[src/rtl/pdfue_pkg.sv]
package pdfue_pkg;

  localparam int MAX_VARIATIONS = 1024;
  localparam int FRAC_BITS      = 16;
  localparam int QUEUE_DEPTH    = 2;
  localparam int PTR_W          = $clog2(QUEUE_DEPTH);
  localparam int QCNT_W         = $clog2(QUEUE_DEPTH + 1);
  localparam int MUL_STEPS      = 6;
  localparam int STEP_W         = $clog2(MUL_STEPS);
  localparam int DIV_STEPS      = 96;
  localparam int ROOT_STEPS     = 32;
  localparam int SEQ_W          = $clog2(DIV_STEPS);

  // envelope modes; bit 1 set selects replica standard deviation
  localparam logic [1:0] MODE_SYM  = 2'd0;
  localparam logic [1:0] MODE_ASYM = 2'd1;

  // configuration register indexes
  localparam logic [1:0] REG_MODE       = 2'd0;
  localparam logic [1:0] REG_NUM_VAR    = 2'd1;
  localparam logic [1:0] REG_SCALE_ORIG = 2'd2;
  localparam logic [1:0] REG_SCALE_CEN  = 2'd3;

  typedef struct packed {
    logic [1:0]  envelope_mode;
    logic [10:0] num_variations;
    logic [23:0] scale_orig;
    logic [23:0] scale_cen;
  } cfg_t;

  typedef struct packed {
    logic signed [31:0] orig_value;
    logic signed [31:0] central_value;
    logic signed [31:0] variation_value;
  } in_item_t;

  typedef struct packed {
    logic [15:0]        bin_index;
    logic signed [31:0] up_value;
    logic signed [31:0] down_value;
    logic               status;
  } out_item_t;

  // one closed bin handed from the front to the back
  typedef struct packed {
    logic [1:0]         mode;
    logic [10:0]        n;
    logic [63:0]        sum_up;
    logic [63:0]        sum_down;
    logic signed [47:0] lin_sum;
    logic signed [31:0] base;
    logic [15:0]        bin;
  } bin_rec_t;

  typedef enum logic [1:0] {
    F_IDLE,
    F_SCALE,
    F_SQUARE,
    F_ACC
  } front_state_t;

  typedef enum logic [2:0] {
    B_IDLE,
    B_MUL,
    B_DIV,
    B_ROOT,
    B_DONE
  } back_state_t;

  // multiply by unsigned Q8.16 scale, round half up, saturate
  function automatic logic signed [31:0] scale_value(input logic signed [31:0] x,
                                                     input logic [23:0] s);
    logic signed [56:0] prod;
    logic signed [57:0] biased;
    logic signed [41:0] shifted;
    prod    = x * $signed({1'b0, s});
    biased  = 58'(prod) + $signed(58'(1) << (FRAC_BITS - 1));
    shifted = 42'(biased >>> FRAC_BITS);
    if (shifted[41:31] == '0 || shifted[41:31] == '1) begin
      return shifted[31:0];
    end
    return shifted[41] ? 32'h8000_0000 : 32'h7fff_ffff;
  endfunction

  function automatic logic signed [31:0] sat34(input logic signed [33:0] v);
    if (v[33:31] == '0 || v[33:31] == '1) begin
      return v[31:0];
    end
    return v[33] ? 32'h8000_0000 : 32'h7fff_ffff;
  endfunction

  function automatic logic [63:0] sat_add64(input logic [63:0] a, input logic [63:0] b);
    logic [64:0] s;
    s = {1'b0, a} + {1'b0, b};
    return s[64] ? '1 : s[63:0];
  endfunction

  // clamp the variation count to 1..MAX_VARIATIONS
  function automatic logic [10:0] clamp_n(input logic [10:0] v);
    if (v == '0) begin
      return 11'd1;
    end
    if (v > 11'(MAX_VARIATIONS)) begin
      return 11'(MAX_VARIATIONS);
    end
    return v;
  endfunction

  function automatic logic [31:0] abs33(input logic signed [32:0] v);
    logic [32:0] m;
    m = v[32] ? 33'(-v) : 33'(v);
    return m[31:0];
  endfunction

endpackage

[src/rtl/pdfue_queue.sv]
module pdfue_queue import pdfue_pkg::*; (
  input  logic     clk,
  input  logic     rst,
  input  logic     push,
  input  bin_rec_t push_rec,
  output logic     full,
  input  logic     pop,
  output logic     not_empty,
  output bin_rec_t head_rec
);

  bin_rec_t          mem [QUEUE_DEPTH];
  logic [PTR_W-1:0]  wr_ptr, rd_ptr;
  logic [QCNT_W-1:0] count;

  assign full      = (count == QCNT_W'(QUEUE_DEPTH));
  assign not_empty = (count != '0);
  assign head_rec  = mem[rd_ptr];

  // store the closed bin
  always_ff @(posedge clk) begin
    if (push) begin
      mem[wr_ptr] <= push_rec;
    end
  end

  // advance pointers and fill count
  always_ff @(posedge clk) begin
    if (rst) begin
      wr_ptr <= '0;
      rd_ptr <= '0;
      count  <= '0;
    end else begin
      if (push) begin
        wr_ptr <= (wr_ptr == PTR_W'(QUEUE_DEPTH - 1)) ? '0 : wr_ptr + PTR_W'(1);
      end
      if (pop) begin
        rd_ptr <= (rd_ptr == PTR_W'(QUEUE_DEPTH - 1)) ? '0 : rd_ptr + PTR_W'(1);
      end
      count <= count + QCNT_W'(push) - QCNT_W'(pop);
    end
  end

`ifndef SYNTH
  a_no_overflow: assert property (@(posedge clk) disable iff (rst) push |-> !full)
    else $error("queue push while full");
  a_no_underflow: assert property (@(posedge clk) disable iff (rst) pop |-> not_empty)
    else $error("queue pop while empty");
  a_count_track: assert property (@(posedge clk) disable iff (rst)
    1'b1 |=> count == $past(count) + QCNT_W'($past(push)) - QCNT_W'($past(pop)))
    else $error("queue count out of step");
`endif

endmodule

[config.mk]
export PLATFORM = sky130hd
export DESIGN_NAME = pdfue_queue
export DESIGN_NICKNAME = d
export VERILOG_FILES = /design/src/rtl/pdfue_pkg.sv /design/src/rtl/pdfue_queue.sv
export SDC_FILE = /design/constraint.sdc
export NUM_CORES = 1
export LEC_CHECK = 0
export BUFFER_PORTS_ARGS = -buffer_cell sky130_fd_sc_hd__buf_2
export CORE_ASPECT_RATIO = 0.9
export CORE_MARGIN = 2
export CORE_UTILIZATION = 47
export DETAILED_ROUTE_END_ITERATION = 16
export GPL_TIMING_DRIVEN = 1
export PLACE_DENSITY_LB_ADDON = 0.12
export SLEW_MARGIN = 20
export SYNTH_ARGS = -nofsm -noshare
export SYNTH_HDL_FRONTEND = slang
export SYNTH_SLANG_ARGS = --single-unit
[constraint.sdc]
create_clock -name clk -period 10.7 [get_ports clk]
set_input_delay 0.535 -clock clk [delete_from_list [all_inputs] [get_ports clk]]
set_output_delay 0.535 -clock clk [all_outputs]
set_load 0.01 [all_outputs]
# After elaboration in Yosys (flattened, before gate mapping)
# Memories as Yosys holds them, arrays and structs flattened. A register that Yosys moved wholly into a read port is not among the register bits.
# Cells that the tools add are included.
# op_classes
add_sub_neg	4
eq_ne	1
muxes	6
n_reduce_logical	1
# op_table
cell	count
1-bit two-way mux	6
1-bit adder, second input constant	2
2-bit by 1-bit adder with 2-bit output	1
2-bit == test, second input constant	1
2-bit nonzero test	1
2-bit by 1-bit subtractor with 2-bit output	1
# word_totals
ff_bits	4
mem_bits_rw	474
inputBits	241
output_inout_bits	239
word_cells	16
memories	1
# memory_table
name	depth	width	rd	rd_clocked_by_memory_dff	write_ports	line	rtl
mem	2	237	1	1	1	pdfue_queue.sv:12	bin_rec_t mem [QUEUE_DEPTH];

# Longest topological paths before layout
# depth
word_depth	4
mapped_depth	6
depth_no_buf	6

# Least setup slack after synthesis
# No wires, ideal clock.
# synth_timing
path_kind	flip-flop to flip-flop
from	reg wr_ptr
to	mem mem[0][0] (netlist name), enable pin
setup_time_ns	0.867
arrival_time_ns	10.773
required_ns	9.833
path_slack_ns	-0.941
stages_incl_launch_ff	2
n_path_buf	0
period_less_slack_ns	11.641
path_cell_list	dfxtp_1 nor2b_1
# synth_rtl
item	line	rtl
start: declaration	pdfue_queue.sv:13	logic [PTR_W-1:0] wr_ptr, rd_ptr;
start signal: assignment	pdfue_queue.sv:35	wr_ptr <= (wr_ptr == PTR_W'(QUEUE_DEPTH - 1)) ? '0 : wr_ptr + PTR_W'(1);
end: declaration	pdfue_queue.sv:12	
# Straight into the memory's write port.

==> flow_summary_export.csv <==
group,metric,value,unit
run_status,status,"completed",
placed_design,place.gp.congestion,0.8046,
power,clkPwrFrac,0.372,
yosys,ys_warn_count,0,
power,power_switching,924.3,uW
floorplan,dieArea,38720,sq um
timing,setup_viol,0,
power,power_density,195.6,nW/um^2
worst_hold_path,hold_path_class,"primary input to flop",
layout,most-common-layout-cells,"479 x buf_2, 474 x edfxtp_1, 237 x mux2_2",
clocking,holdBufCountCts,0,
floorplan,core_area,36420,sq um
worst_hold_path,holdPathStages,1,
power,internal_power,3331,uW
clocking,clk_path_buf_depth,3,
timing,worst_pin_slew,1.048,ns
clocking,htree_levels,2,
clocking,cts_tree,"yes",
drt,dr_total_vias,8859,
power,p_leak,0.008123,uW
yosys,synth.net_count,1001,
drt,via_per_inst,4.938,
yosys,avgSynthCellArea,23.04,sq um
layout,fin_cells,1794,
layout,fin_nets,1515,
drt,first_pass_iters,4,
floorplan,start_util,0.4796,
clocking,numCtsBuffers,48,
timing,max_slew_margin,0.3015,
clocking,root_buffer,"clkbuf_16",
global_routing,grt_pass1_vias,9127,
timing,period_share,0.3737,
clocking,clk_pin_slew_worst_paths,0.06,ns
power,pwr-share-comb,0.105,
placed_design,port_buffers,479,
global_routing,grt_overflow,0,
yosys,synthCells,758,
yosys,ys_seq_area_frac,0.8207,
critical_path,required,10.17,ns
power,seq_power_share,0.523,
critical_path,end_kind,"output port",
power,peakVddDrop,0.0001474,V
global_routing,grt.total_usage,0.1897,
drt,wl_per_cell,21.04,um
global_routing,antenna_found_initial,14,
clocking,clk_latency,0.55,ns
layout,area_growth,24.53,%
timing,fin_crit,3.998,ns
timing,slew_viol_final,0,
placed_design,place_hpwl,26290,um
clocking,cts.sinks,479,
drt,drt-initial-drc-count,551,
timing,fmax,250.1,MHz
placed_design,placed_cells,1697,
critical_path,reg2reg_depth,3,
global_routing,grt_pass1_wl,55370,um
power,switching_share,0.2172,
yosys,netlist_area,17460,sq um
timing,finClkSkew,0.01177,ns
drt,final_antenna_net_count,0,
floorplan,row_count,66,
drt,drt_wl_total,37750,um
yosys,ys_ff_latch,479,
layout,final_common_cell,"buf_2",
yosys,synth_cell_type_count,13,
floorplan,die_height,186.9,um
timing,timing.setup.tns,0,ns
clocking,ctsResizeCount,0,
floorplan,die_w,207.2,um
clocking,postCtsSetupBuffers,0,
timing,rsz0062_at_grt,"no",
critical_path,arrival,3.46,ns
global_routing,grt_max_degree,82,
critical_path,crit_fanout,69,
job,maxCapViolCount,0,
critical_path,start_kind,"flop",
timing,finalHoldViolations,0,
floorplan,ioPinCount,480,
drt,route.detailed.drc,0,
layout,drive_above_1_share,0.6063,
critical_path,critical_path_class,"flop to output port",
worst max-delay path, stage by stage (launching register included):
cell and delay, ns:
dfxtp_4 0.63, buf_4 0.81, buf_4 0.81, mux2_2 0.42, buf_2 0.14
synthesized netlist by cell type:
cell	instances	area share
and2_1	1	0.00036
buf_6	6	0.0039
clkbuf_8	20	0.016
dfxtp_1	5	0.0057
edfxtp_1	474	0.82
ha_1	2	0.0014
inv_1	2	0.00043
mux2_2	237	0.15
nor2_1	4	0.00086
nor2b_1	3	0.0011
or2_2	1	0.00036
xnor2_1	2	0.0010
xnor3_1	1	0.0013
final cells by class:
cell class | instances | area [sq um]
fillers | 2819 | 14670
flip-flops and latches | 479 | 14340
multi-input cells | 251 | 2790
repair buffers | 490 | 2500
clock buffers | 59 | 1264
well taps | 476 | 595.6
clock inverters | 27 | 229.0
diodes | 10 | 25.02
inverters | 2 | 7.507
per-stage QoR:
step	utilization	hold WS (ns)	instance area [sq um]	worst slack, ns	power (uW)
5_1_grt	0.5967	0.1325	21730	6.435	4416
3_3_place_gp	0.5548	0.5009	20200	7.309	2713
6_report	0.5972	0.1662	21750	6.702	4255
3_5_place_dp	0.5548	0.5109	20200	7.245	2719
4_1_cts	0.5958	0.1256	21700	6.628	4311
2_1_floorplan	-	0.4799	17470	3.555	2542
worst paths after layout:
path | from | end | slack, ns
worst max-delay path | flop | head_rec[42] | 6.70
worst min-delay path | push_rec[205] | mem[1][205] | 0.17
worst min register to register | rd_ptr | flop | 0.52
worst max register to register | wr_ptr | mem[1][165] | 7.81
cells by family (layout without fill, tap and decap cells):
kind of cell / after synthesis / after routing / synth area share
buffers and inverters: 28 / 578 / 0.02006
DFF: 479 / 479 / 0.8207
muxes: 237 / 237 / 0.1528
other: 0 / 10 / 0
xor gates and xnor gates: 3 / 3 / 0.002293
adders and majority gates: 2 / 2 / 0.001433
and+or+nand+nor: 9 / 9 / 0.002651
routing by layer:
layer  global-route usage  vias up  part of all wire
met5                    0        -            0.0019
met3              0.07639       70              0.10
met1               0.2249     4346              0.37
met4              0.06099       12             0.025
met2               0.3171      350              0.50
li1                     -     4081                 -
registers in the layout (all words and copies together) (netlist names), named ones only:
register / flops
rd_ptr: 1
mem: 474
count: 2
wr_ptr: 1
power groups by stage:
stage	Sequential (uW)	Combinational [uW]	Clock, uW
2_1_floorplan	2270	269	0
3_3_place_gp	2270	447	0
3_5_place_dp	2270	452	0
4_1_cts	2230	455	1630
5_1_grt	2240	483	1700
6_report	2230	446	1580
No activity file was read; power rests on OpenSTA's default activity.
