==> src/rtl/pdfue_pkg.sv <==
package pdfue_pkg;

  localparam int MAX_VARIATIONS = 1024;
  localparam int FRAC_BITS      = 16;
  localparam int QUEUE_DEPTH    = 2;
  localparam int PTR_W          = $clog2(QUEUE_DEPTH);
  localparam int QCNT_W         = $clog2(QUEUE_DEPTH + 1);
  localparam int MUL_STEPS      = 6;
  localparam int STEP_W         = $clog2(MUL_STEPS);
  localparam int DIV_STEPS      = 96;
  localparam int ROOT_STEPS     = 32;
  localparam int SEQ_W          = $clog2(DIV_STEPS);

  // envelope modes; bit 1 set selects replica standard deviation
  localparam logic [1:0] MODE_SYM  = 2'd0;
  localparam logic [1:0] MODE_ASYM = 2'd1;

  // configuration register indexes
  localparam logic [1:0] REG_MODE       = 2'd0;
  localparam logic [1:0] REG_NUM_VAR    = 2'd1;
  localparam logic [1:0] REG_SCALE_ORIG = 2'd2;
  localparam logic [1:0] REG_SCALE_CEN  = 2'd3;

  typedef struct packed {
    logic [1:0]  envelope_mode;
    logic [10:0] num_variations;
    logic [23:0] scale_orig;
    logic [23:0] scale_cen;
  } cfg_t;

  typedef struct packed {
    logic signed [31:0] orig_value;
    logic signed [31:0] central_value;
    logic signed [31:0] variation_value;
  } in_item_t;

  typedef struct packed {
    logic [15:0]        bin_index;
    logic signed [31:0] up_value;
    logic signed [31:0] down_value;
    logic               status;
  } out_item_t;

  // one closed bin handed from the front to the back
  typedef struct packed {
    logic [1:0]         mode;
    logic [10:0]        n;
    logic [63:0]        sum_up;
    logic [63:0]        sum_down;
    logic signed [47:0] lin_sum;
    logic signed [31:0] base;
    logic [15:0]        bin;
  } bin_rec_t;

  typedef enum logic [1:0] {
    F_IDLE,
    F_SCALE,
    F_SQUARE,
    F_ACC
  } front_state_t;

  typedef enum logic [2:0] {
    B_IDLE,
    B_MUL,
    B_DIV,
    B_ROOT,
    B_DONE
  } back_state_t;

  // multiply by unsigned Q8.16 scale, round half up, saturate
  function automatic logic signed [31:0] scale_value(input logic signed [31:0] x,
                                                     input logic [23:0] s);
    logic signed [56:0] prod;
    logic signed [57:0] biased;
    logic signed [41:0] shifted;
    prod    = x * $signed({1'b0, s});
    biased  = 58'(prod) + $signed(58'(1) << (FRAC_BITS - 1));
    shifted = 42'(biased >>> FRAC_BITS);
    if (shifted[41:31] == '0 || shifted[41:31] == '1) begin
      return shifted[31:0];
    end
    return shifted[41] ? 32'h8000_0000 : 32'h7fff_ffff;
  endfunction

  function automatic logic signed [31:0] sat34(input logic signed [33:0] v);
    if (v[33:31] == '0 || v[33:31] == '1) begin
      return v[31:0];
    end
    return v[33] ? 32'h8000_0000 : 32'h7fff_ffff;
  endfunction

  function automatic logic [63:0] sat_add64(input logic [63:0] a, input logic [63:0] b);
    logic [64:0] s;
    s = {1'b0, a} + {1'b0, b};
    return s[64] ? '1 : s[63:0];
  endfunction

  // clamp the variation count to 1..MAX_VARIATIONS
  function automatic logic [10:0] clamp_n(input logic [10:0] v);
    if (v == '0) begin
      return 11'd1;
    end
    if (v > 11'(MAX_VARIATIONS)) begin
      return 11'(MAX_VARIATIONS);
    end
    return v;
  endfunction

  function automatic logic [31:0] abs33(input logic signed [32:0] v);
    logic [32:0] m;
    m = v[32] ? 33'(-v) : 33'(v);
    return m[31:0];
  endfunction

endpackage

==> src/rtl/pdfue_back.sv <==
module pdfue_back import pdfue_pkg::*; (
  input  logic      clk,
  input  logic      rst,
  input  logic      q_valid,
  input  bin_rec_t  head_rec,
  output logic      pop,
  output logic      out_valid,
  input  logic      out_stall,
  output out_item_t out_data
);

  back_state_t state, state_next;

  bin_rec_t           cur;
  logic [47:0]        mag_r;
  logic [STEP_W-1:0]  step;
  logic [SEQ_W-1:0]   cnt;
  logic [74:0]        acc_a;
  logic [95:0]        acc_b;
  logic [19:0]        div_r;
  logic [95:0]        dvd;
  logic [19:0]        rem;
  logic [63:0]        quo;
  logic               ovf;
  logic [63:0]        rv;
  logic [33:0]        rrem;
  logic [31:0]        root;
  logic               phase;
  logic [31:0]        du, dd;
  logic               status_r;

  logic               cur_rep, head_rep, head_few, load_out;
  logic [31:0]        mul_x;
  logic [23:0]        mul_y;
  logic [55:0]        prod;
  logic [20:0]        remw;
  logic               q_bit;
  logic [19:0]        rem_next;
  logic [63:0]        quo_next;
  logic               ovf_next;
  logic [35:0]        rw, trial;
  logic               r_ge;
  logic [31:0]        root_next;
  logic [33:0]        rrem_next;
  logic               mul_last, div_last, root_last;

  assign cur_rep   = cur.mode[1];
  assign head_rep  = head_rec.mode[1];
  assign head_few  = head_rec.n < 11'd2;
  assign mul_last  = (step == STEP_W'(MUL_STEPS - 1));
  assign div_last  = (cnt == SEQ_W'(DIV_STEPS - 1));
  assign root_last = (cnt == SEQ_W'(ROOT_STEPS - 1));

  // next state
  always_comb begin
    state_next = state;
    unique case (state)
      B_IDLE: begin
        if (q_valid) begin
          if (head_rep) begin
            state_next = head_few ? B_DONE : B_MUL;
          end else begin
            state_next = B_ROOT;
          end
        end
      end
      B_MUL:  if (mul_last) state_next = B_DIV;
      B_DIV:  if (div_last) state_next = B_ROOT;
      B_ROOT: begin
        if (root_last && !(cur.mode == MODE_ASYM && !phase)) state_next = B_DONE;
      end
      B_DONE: if (!out_valid || !out_stall) state_next = B_IDLE;
      default: state_next = B_IDLE;
    endcase
  end

  // control outputs
  always_comb begin
    pop      = (state == B_IDLE) && q_valid;
    load_out = (state == B_DONE) && (!out_valid || !out_stall);
  end

  always_ff @(posedge clk) begin
    if (rst) begin
      state <= B_IDLE;
    end else begin
      state <= state_next;
    end
  end

  // shared multiplier operands for the variance terms
  always_comb begin
    unique case (step)
      3'd0:    begin mul_x = cur.sum_up[31:0];  mul_y = 24'(cur.n);   end
      3'd1:    begin mul_x = cur.sum_up[63:32]; mul_y = 24'(cur.n);   end
      3'd2:    begin mul_x = 32'(mag_r[23:0]);  mul_y = mag_r[23:0];  end
      3'd3:    begin mul_x = 32'(mag_r[47:24]); mul_y = mag_r[23:0];  end
      3'd4:    begin mul_x = 32'(mag_r[47:24]); mul_y = mag_r[47:24]; end
      default: begin mul_x = '0;                mul_y = '0;           end
    endcase
    prod = 56'(mul_x) * 56'(mul_y);
  end

  // one restoring division step
  always_comb begin
    remw     = {rem, dvd[95]};
    q_bit    = (remw >= {1'b0, div_r});
    rem_next = q_bit ? 20'(remw - {1'b0, div_r}) : remw[19:0];
    quo_next = {quo[62:0], q_bit};
    ovf_next = ovf | quo[63];
  end

  // one square root step
  always_comb begin
    rw        = {rrem, rv[63:62]};
    trial     = {2'b00, root, 2'b01};
    r_ge      = (rw >= trial);
    rrem_next = r_ge ? 34'(rw - trial) : rw[33:0];
    root_next = {root[30:0], r_ge};
  end

  // datapath sequence
  always_ff @(posedge clk) begin
    unique case (state)
      B_IDLE: begin
        if (q_valid) begin
          cur      <= head_rec;
          mag_r    <= head_rec.lin_sum[47] ? 48'(-head_rec.lin_sum) : 48'(head_rec.lin_sum);
          step     <= '0;
          cnt      <= '0;
          phase    <= 1'b0;
          rv       <= head_rec.sum_up;
          rrem     <= '0;
          root     <= '0;
          rem      <= '0;
          quo      <= '0;
          ovf      <= 1'b0;
          du       <= '0;
          dd       <= '0;
          status_r <= head_rep && head_few;
        end
      end
      B_MUL: begin
        step <= step + STEP_W'(1);
        unique case (step)
          3'd0: begin
            acc_a <= 75'(prod);
            div_r <= 20'(22'(cur.n) * 22'(cur.n - 11'd1));
          end
          3'd1: acc_a <= acc_a + (75'(prod) << 32);
          3'd2: acc_b <= 96'(prod);
          3'd3: acc_b <= acc_b + (96'(prod) << 25);
          3'd4: acc_b <= acc_b + (96'(prod) << 48);
          default: dvd <= (96'(acc_a) >= acc_b) ? 96'(acc_a) - acc_b : '0;
        endcase
      end
      B_DIV: begin
        rem <= rem_next;
        quo <= quo_next;
        ovf <= ovf_next;
        dvd <= {dvd[94:0], 1'b0};
        if (div_last) begin
          cnt  <= '0;
          rv   <= ovf_next ? '1 : quo_next;
          rrem <= '0;
          root <= '0;
        end else begin
          cnt <= cnt + SEQ_W'(1);
        end
      end
      B_ROOT: begin
        if (!root_last) begin
          rrem <= rrem_next;
          root <= root_next;
          rv   <= {rv[61:0], 2'b00};
          cnt  <= cnt + SEQ_W'(1);
        end else begin
          cnt <= '0;
          if (cur_rep) begin
            du <= root_next;
            dd <= root_next;
          end else if (cur.mode == MODE_SYM) begin
            du <= root_next >> 1;
            dd <= root_next >> 1;
          end else if (!phase) begin
            du    <= root_next;
            phase <= 1'b1;
            rv    <= cur.sum_down;
            rrem  <= '0;
            root  <= '0;
          end else begin
            dd <= root_next;
          end
        end
      end
      B_DONE: begin
      end
      default: begin
      end
    endcase
  end

  // output register
  always_ff @(posedge clk) begin
    if (rst) begin
      out_valid <= 1'b0;
    end else if (load_out) begin
      out_valid <= 1'b1;
    end else if (!out_stall) begin
      out_valid <= 1'b0;
    end
  end

  always_ff @(posedge clk) begin
    if (load_out) begin
      out_data.bin_index  <= cur.bin;
      out_data.up_value   <= sat34(34'(cur.base) + $signed({2'b00, du}));
      out_data.down_value <= sat34(34'(cur.base) - $signed({2'b00, dd}));
      out_data.status     <= status_r;
    end
  end

`ifndef SYNTH
  a_pop_only_idle: assert property (@(posedge clk) disable iff (rst)
    pop |=> state != B_IDLE)
    else $error("bin taken but sequencer stayed idle");
  a_load_sets_valid: assert property (@(posedge clk) disable iff (rst)
    load_out |=> out_valid)
    else $error("result load lost");
  a_status_no_delta: assert property (@(posedge clk) disable iff (rst)
    (state == B_DONE && status_r) |-> (du == '0 && dd == '0))
    else $error("flagged bin carries an uncertainty");
`endif

endmodule

==> config.mk <==
export PLATFORM = sky130hd
export DESIGN_NAME = pdfue_back
export DESIGN_NICKNAME = d
export VERILOG_FILES = /design/src/rtl/pdfue_pkg.sv /design/src/rtl/pdfue_back.sv
export SDC_FILE = /design/constraint.sdc
export NUM_CORES = 2
export LEC_CHECK = 0
export ABC_AREA = 0
export BUFFER_PORTS_ARGS = -buffer_cell sky130_fd_sc_hd__buf_2
export CAP_MARGIN = 15
export CORE_MARGIN = 2
export CORE_UTILIZATION = 59
export CTS_BUF_LIST = sky130_fd_sc_hd__clkbuf_8
export CTS_CLUSTER_DIAMETER = 120
export DETAILED_ROUTE_END_ITERATION = 8
export PLACE_DENSITY_LB_ADDON = 0.2
export SETUP_SLACK_MARGIN = 0.15
export SLEW_MARGIN = 20
export SYNTH_ARGS = -nofsm -noshare
export SYNTH_HDL_FRONTEND = slang
export SYNTH_SLANG_ARGS = --single-unit
==> constraint.sdc <==
create_clock -name clk -period 12.2 [get_ports clk]
set_input_delay 0.61 -clock clk [delete_from_list [all_inputs] [get_ports clk]]
set_output_delay 0.61 -clock clk [all_outputs]
set_load 0.05 [all_outputs]
* Word level (Yosys, flattened, before mapping)
Index checks and enable logic that the tools add are counted.
** Word-level totals
- Output and inout port bits :: 83
- Memory bits (read-only) :: 0
- RAM bits :: 0
- Register bits after elaboration :: 900
- Logic and storage cells :: 197
- Latch bits :: 0
- Memories :: 0
** Operators by class
- Magnitude comparators :: 4
- Add/subtract/negate cells :: 12
- Equality and inequality tests :: 29
- Div/mod/pow operators :: 0
- Shifts and indexed selects :: 0
- Bitwise operators :: 1
- Reductions and logical operators :: 41
- Muxes and demuxes :: 78
- Multipliers :: 2
** Operators by type and width (number)
- $mux W32 :: 20
- $mux W64 :: 8
- $pmux W96 S3 :: 1
- $mux W34 :: 7
- $mux W96 :: 2
- $pmux W64 S3 :: 1
- $pmux W96 S2 :: 1
- $pmux W75 S2 :: 1
- $pmux W32 S2 :: 2
- $pmux W32 S4 :: 1
- $pmux W64 S2 :: 1
- $pmux W34 S3 :: 1
- $add A96 B81 Y96 :: 1
- $add A96 B96 Y96 :: 1
- $ge A75 B96 Y1 :: 1
- $pmux W32 S3 :: 1
- $sub A75 B96 Y96 :: 1
- $add A75 B75 Y75 :: 1
- $pmux W24 S3 :: 1
- $mul A32 B24 Y56 :: 1
- $neg A48 Y48 :: 1
- $mux W47 :: 1
- $mux W20 :: 2
- $pmux W20 S2 :: 1
- other kinds (42) :: 108

* Depth between registers and ports, before layout
- Depth in word-level cells :: 6
- Mapped depth :: 52
- Gate-level depth less buffers :: 46

* Least setup slack after synthesis
OpenSTA, ideal clock, no wires.
- Path type :: reg2reg
- Start point :: reg step[0]
- End point :: reg dvd[0], enable pin
- Required time :: 11.389 ns
- Arrival time :: 11.329 ns
- Library setup time :: 0.811 ns
- Cell stages (with the launch flop) :: 9
- Path slack :: 0.060 ns
- Cells stage by stage :: edfxtp_1 inv_1 ha_1 and2_1 clkbuf_1 a21o_1 clkbuf_1 clkbuf_1 o41ai_1
** On the way
- Cells in the longest elaborated chain, start to end :: 4
** Ends and longest elaborated chain
- start, declared :: line pdfue_back.sv:16 : logic [STEP_W-1:0] step;
- start signal, assigned :: line pdfue_back.sv:144 : step <= step + STEP_W'(1);
- $eq A3 B3 Y1, or another cell as far along :: line pdfue_back.sv:145 : unique case (step)
- $reduce_or A5 Y1 (no source line) (*)
- $ne A2 B2 Y1 (no source line) (*)
- $reduce_and A2 Y1 (no source line) (*)
- end signal, assigned :: line pdfue_back.sv:154 : default: dvd <= (96'(acc_a) >= acc_b) ? 96'(acc_a) - acc_b : '0;
- end signal, assigned :: line pdfue_back.sv:161 : dvd <= {dvd[94:0], 1'b0};
- end, declared :: line pdfue_back.sv:21 : logic [95:0] dvd;
Mark *: on every way between the ends. The rest lies on a longest branch, timed or not.
A chain may end at the register's enable or synchronous reset.

* Worst setup path after layout
- Start point :: reg step[0]
- End point :: reg acc_b[81], data pin
** On the way
- Cells in the longest elaborated chain, start to end :: 6
** Ends and longest elaborated chain
- $eq A3 B3 Y1, or another cell as far along :: line pdfue_back.sv:93, pdfue_back.sv:145
- $reduce_or A2 Y1 (no source line)
- $pmux W32 S4 / $pmux W24 S3 (equally long branches) :: line pdfue_back.sv:93 : unique case (step)
- $mul A32 B24 Y56 :: line pdfue_back.sv:101 : prod = 56'(mul_x) * 56'(mul_y);
- $add A96 B96 Y96 / $add A96 B81 Y96 (equally long branches) :: line pdfue_back.sv:153, pdfue_back.sv:152
- $pmux W96 S3 (*) :: line pdfue_back.sv:145
- end signal, assigned :: line pdfue_back.sv:151 : 3'd2: acc_b <= 96'(prod);
- end signal, assigned :: line pdfue_back.sv:152 : 3'd3: acc_b <= acc_b + (96'(prod) << 25);
- end signal, assigned :: line pdfue_back.sv:153 : 3'd4: acc_b <= acc_b + (96'(prod) << 48);
- end, declared :: line pdfue_back.sv:19 : logic [95:0] acc_b;
Marked as above.

==> metrics <==
DRC viols 0; crit path max fanout 14; max-cap viol count 0; cells after synthesis ~8500; Final period util 0.949; Final min period 11.57 ns; antenna violations before repair 12; Primary FF master, synth edfxtp_1; first-pass GRT wire length approximately 380 mm; Synth-to-Final Area Change 11.9%; detailed router's first-iteration violation count 7192; Clk pin slew, worst setup/hold paths ~0.060 ns; drt pass-1 iters 9; Seq/Total Area, Yosys 0.328; R2R Setup Slk 0.63 ns; Rel. slew slack 0.275; Mapped Area a little over 80000 um2; die height 377 um; CTS max path bufs 3; Post-Syn Area per Cell about 9.6 um2; final hold violation count 0; CP Class register to register; run status finished clean; I/O pin count 324; nets@finish 10688; ANT nets after route 0; Max Slew Vio Count 0; grt ovf 0; die area 142000 um2; leading cell type in the layout, fill and taps excluded inv_1; startpoint types register; Hold Path Class primary input to register; Worst path max stage delay 0.56 ns; Least-Margin Pin Slew approximately 1.1 ns; Yosys warnings 0; FFs w/ async S/R, synth 0; Clock Latency Late Sink 0.94 ns; commonest cells after routing, fill and taps aside 1196 x inv_1, 986 x nand2_1, 895 x edfxtp_1, 790 x nor2_1, 754 x fa_1; Worst Hold Slack 0.0460 ns; via count 67152; final setup fails 0; buffers added on ports approximately 320; Post-synth EDFFs between 800 and 900; total clock buffers created by CTS 157; largest net degree at the start of global routing 117; share of layout cells above drive strength 1 0.0936; RSZ-0062 raised after global routing false; Initial Util 0.592; CP Capture Type register; CP dominant cell by count fa_1; wirelength, routed around 250 mm; Arrival @ worst endpoint 12.22 ns; GRT Util Overall 0.354; CTS Root Cell clkbuf_8; fmax 0.0864 GHz; core footprint 139000 um2; vias in the first global route ~66000; CTS tree built; H-Tree Depth 4; CP required between 10 and 15 ns; num rows 137; placed wire-length estimate 196 mm; Routed wire per std cell 22.9 um; Cell variety after synth between 90 and 100; CP max-delay cell fa_1; fill cell count 11006; clock skew between 0.06 and 0.07 ns; die width 377 um; via/cell ratio 6.05; Post-Syn Nets approximately 10000; post-synthesis sequential element count 899; clk sinks 899; routability congestion estimate 1.03
-- final timing paths --
check	end	cells past startpoint	startpoint
min	mag_r[33]$_DFFE_PP_	2	head_rec[81]
max	acc_b[81]$_SDFFCE_PP0P_	44	step[0]$_SDFFCE_PN0P_
max reg2reg	acc_b[81]$_SDFFCE_PP0P_	44	step[0]$_SDFFCE_PN0P_
min reg2reg	out_data[70]$_DFFE_PP_	0	cur[5]$_DFFE_PP_
-- state kept, by name, indices dropped and copies added, names as in the netlist --
| signal | count |
|---|---|
| acc_a | 75 |
| state | 3 |
| cnt | 7 |
| rem | 20 |
| mag_r | 48 |
| ovf | 1 |
| acc_b | 96 |
| quo | 64 |
| cur | 189 |
| dvd | 96 |
| dd | 32 |
| rrem | 34 |
| div_r | 19 |
| root | 32 |
| step | 3 |
| out_valid | 1 |
| du | 32 |
| phase | 1 |
| status_r | 1 |
| rv | 64 |
| out_data | 81 |
-- layout make-up --
| type | instances | area (um2) | share of cell area |
|---|---|---|---|
| multi-input combinational | 6118 | 49900 | 0.542 |
| sequential | 899 | 27000 | 0.293 |
| timing repair buffer | 762 | 5510 | 0.0599 |
| inverter | 1161 | 4360 | 0.0473 |
| tap | 1876 | 2350 | 0.0255 |
| clock buffer | 157 | 2160 | 0.0235 |
| clock inverter | 123 | 805 | 0.00874 |
| antenna | 12 | 30.0 | 0.000326 |
-- worst max-delay path, delay by kind of cell, from the launching register on --
family	cells	cell delay (ns)
AND/OR/NAND/NOR	9	1.61
flip-flops	1	0.44
XOR/XNOR	2	0.35
buffers and inverters	8	0.96
adder cells (fa/ha/maj)	11	4.76
AO/OA/AOI/OAI	14	3.16
-- through the flow --
step	std cells	setup TNS, ns	area, um2	setup slack (ns)	util
finish	11108	0	92100	0.625	0.662
detailed placement	10589	-0.0589	86700	-0.0154	0.624
global route	11105	0	92100	0.0928	0.662
CTS	11091	0	91900	0.164	0.661
floorplan	8535	0	82300	0.508	-
global placement	10589	0	86700	0.101	0.624
-- kinds of logic (layout without fill, tap and decap cells) --
group                      after synthesis  in the layout  share of synthesized area
DFF                                    899            899                      0.328
other                                    0             12                          0
xor gates and xnor gates               422            422                     0.0449
buffers and inverters                 1519           2203                     0.0698
AOI/OAI and AO/OA                     1740           1740                      0.136
adders and majority gates             1348           1348                      0.274
and+or+nand+nor                       2519           2520                      0.138
muxes                                   88             88                     0.0108
-- timing repair --
| action | CTS | global route |
|---|---|---|
| resized for setup | 7 | 32 |
| setup buffers | 1 | 4 |
| pin swaps | 1 | 3 |
| setup endpoints to repair | 12 | 23 |
| hold endpoints to repair | 246 | 0 |
| hold buffers | 221 | 0 |
| gates cloned | 0 | 1 |
-- cells in the mapped netlist (41+ instances only) --
master,n,share of area
nor2b_1,73,0.0056
xor2_1,151,0.016
a21oi_1,448,0.027
o21ai_0,411,0.025
a21o_1,256,0.023
mux2i_1,85,0.010
fa_1,754,0.18
xnor2_1,271,0.029
nor2_1,796,0.036
nand4_1,85,0.0065
o22a_1,50,0.0053
nand2b_1,111,0.0084
nand3_1,98,0.0060
clkbuf_1,305,0.014
o21a_1,47,0.0043
o21bai_1,52,0.0047
and3_1,99,0.0075
a22oi_1,41,0.0037
ha_1,594,0.090
a211oi_1,60,0.0055
nand2_1,988,0.045
nor3_1,63,0.0038
edfxtp_1,895,0.33
inv_1,1161,0.053
-- per-layer routing --
metal,vias to the layer above,global-route usage,routed length [um]
li1,30107,-,-
met1,32727,0.474,100000
met2,3579,0.552,115000
met3,737,0.0787,26000
met4,2,0.163,13300
met5,-,0,19
Power is not shown: default switching activity piles up to over one toggle a cycle in this logic, so the estimate is an artifact.
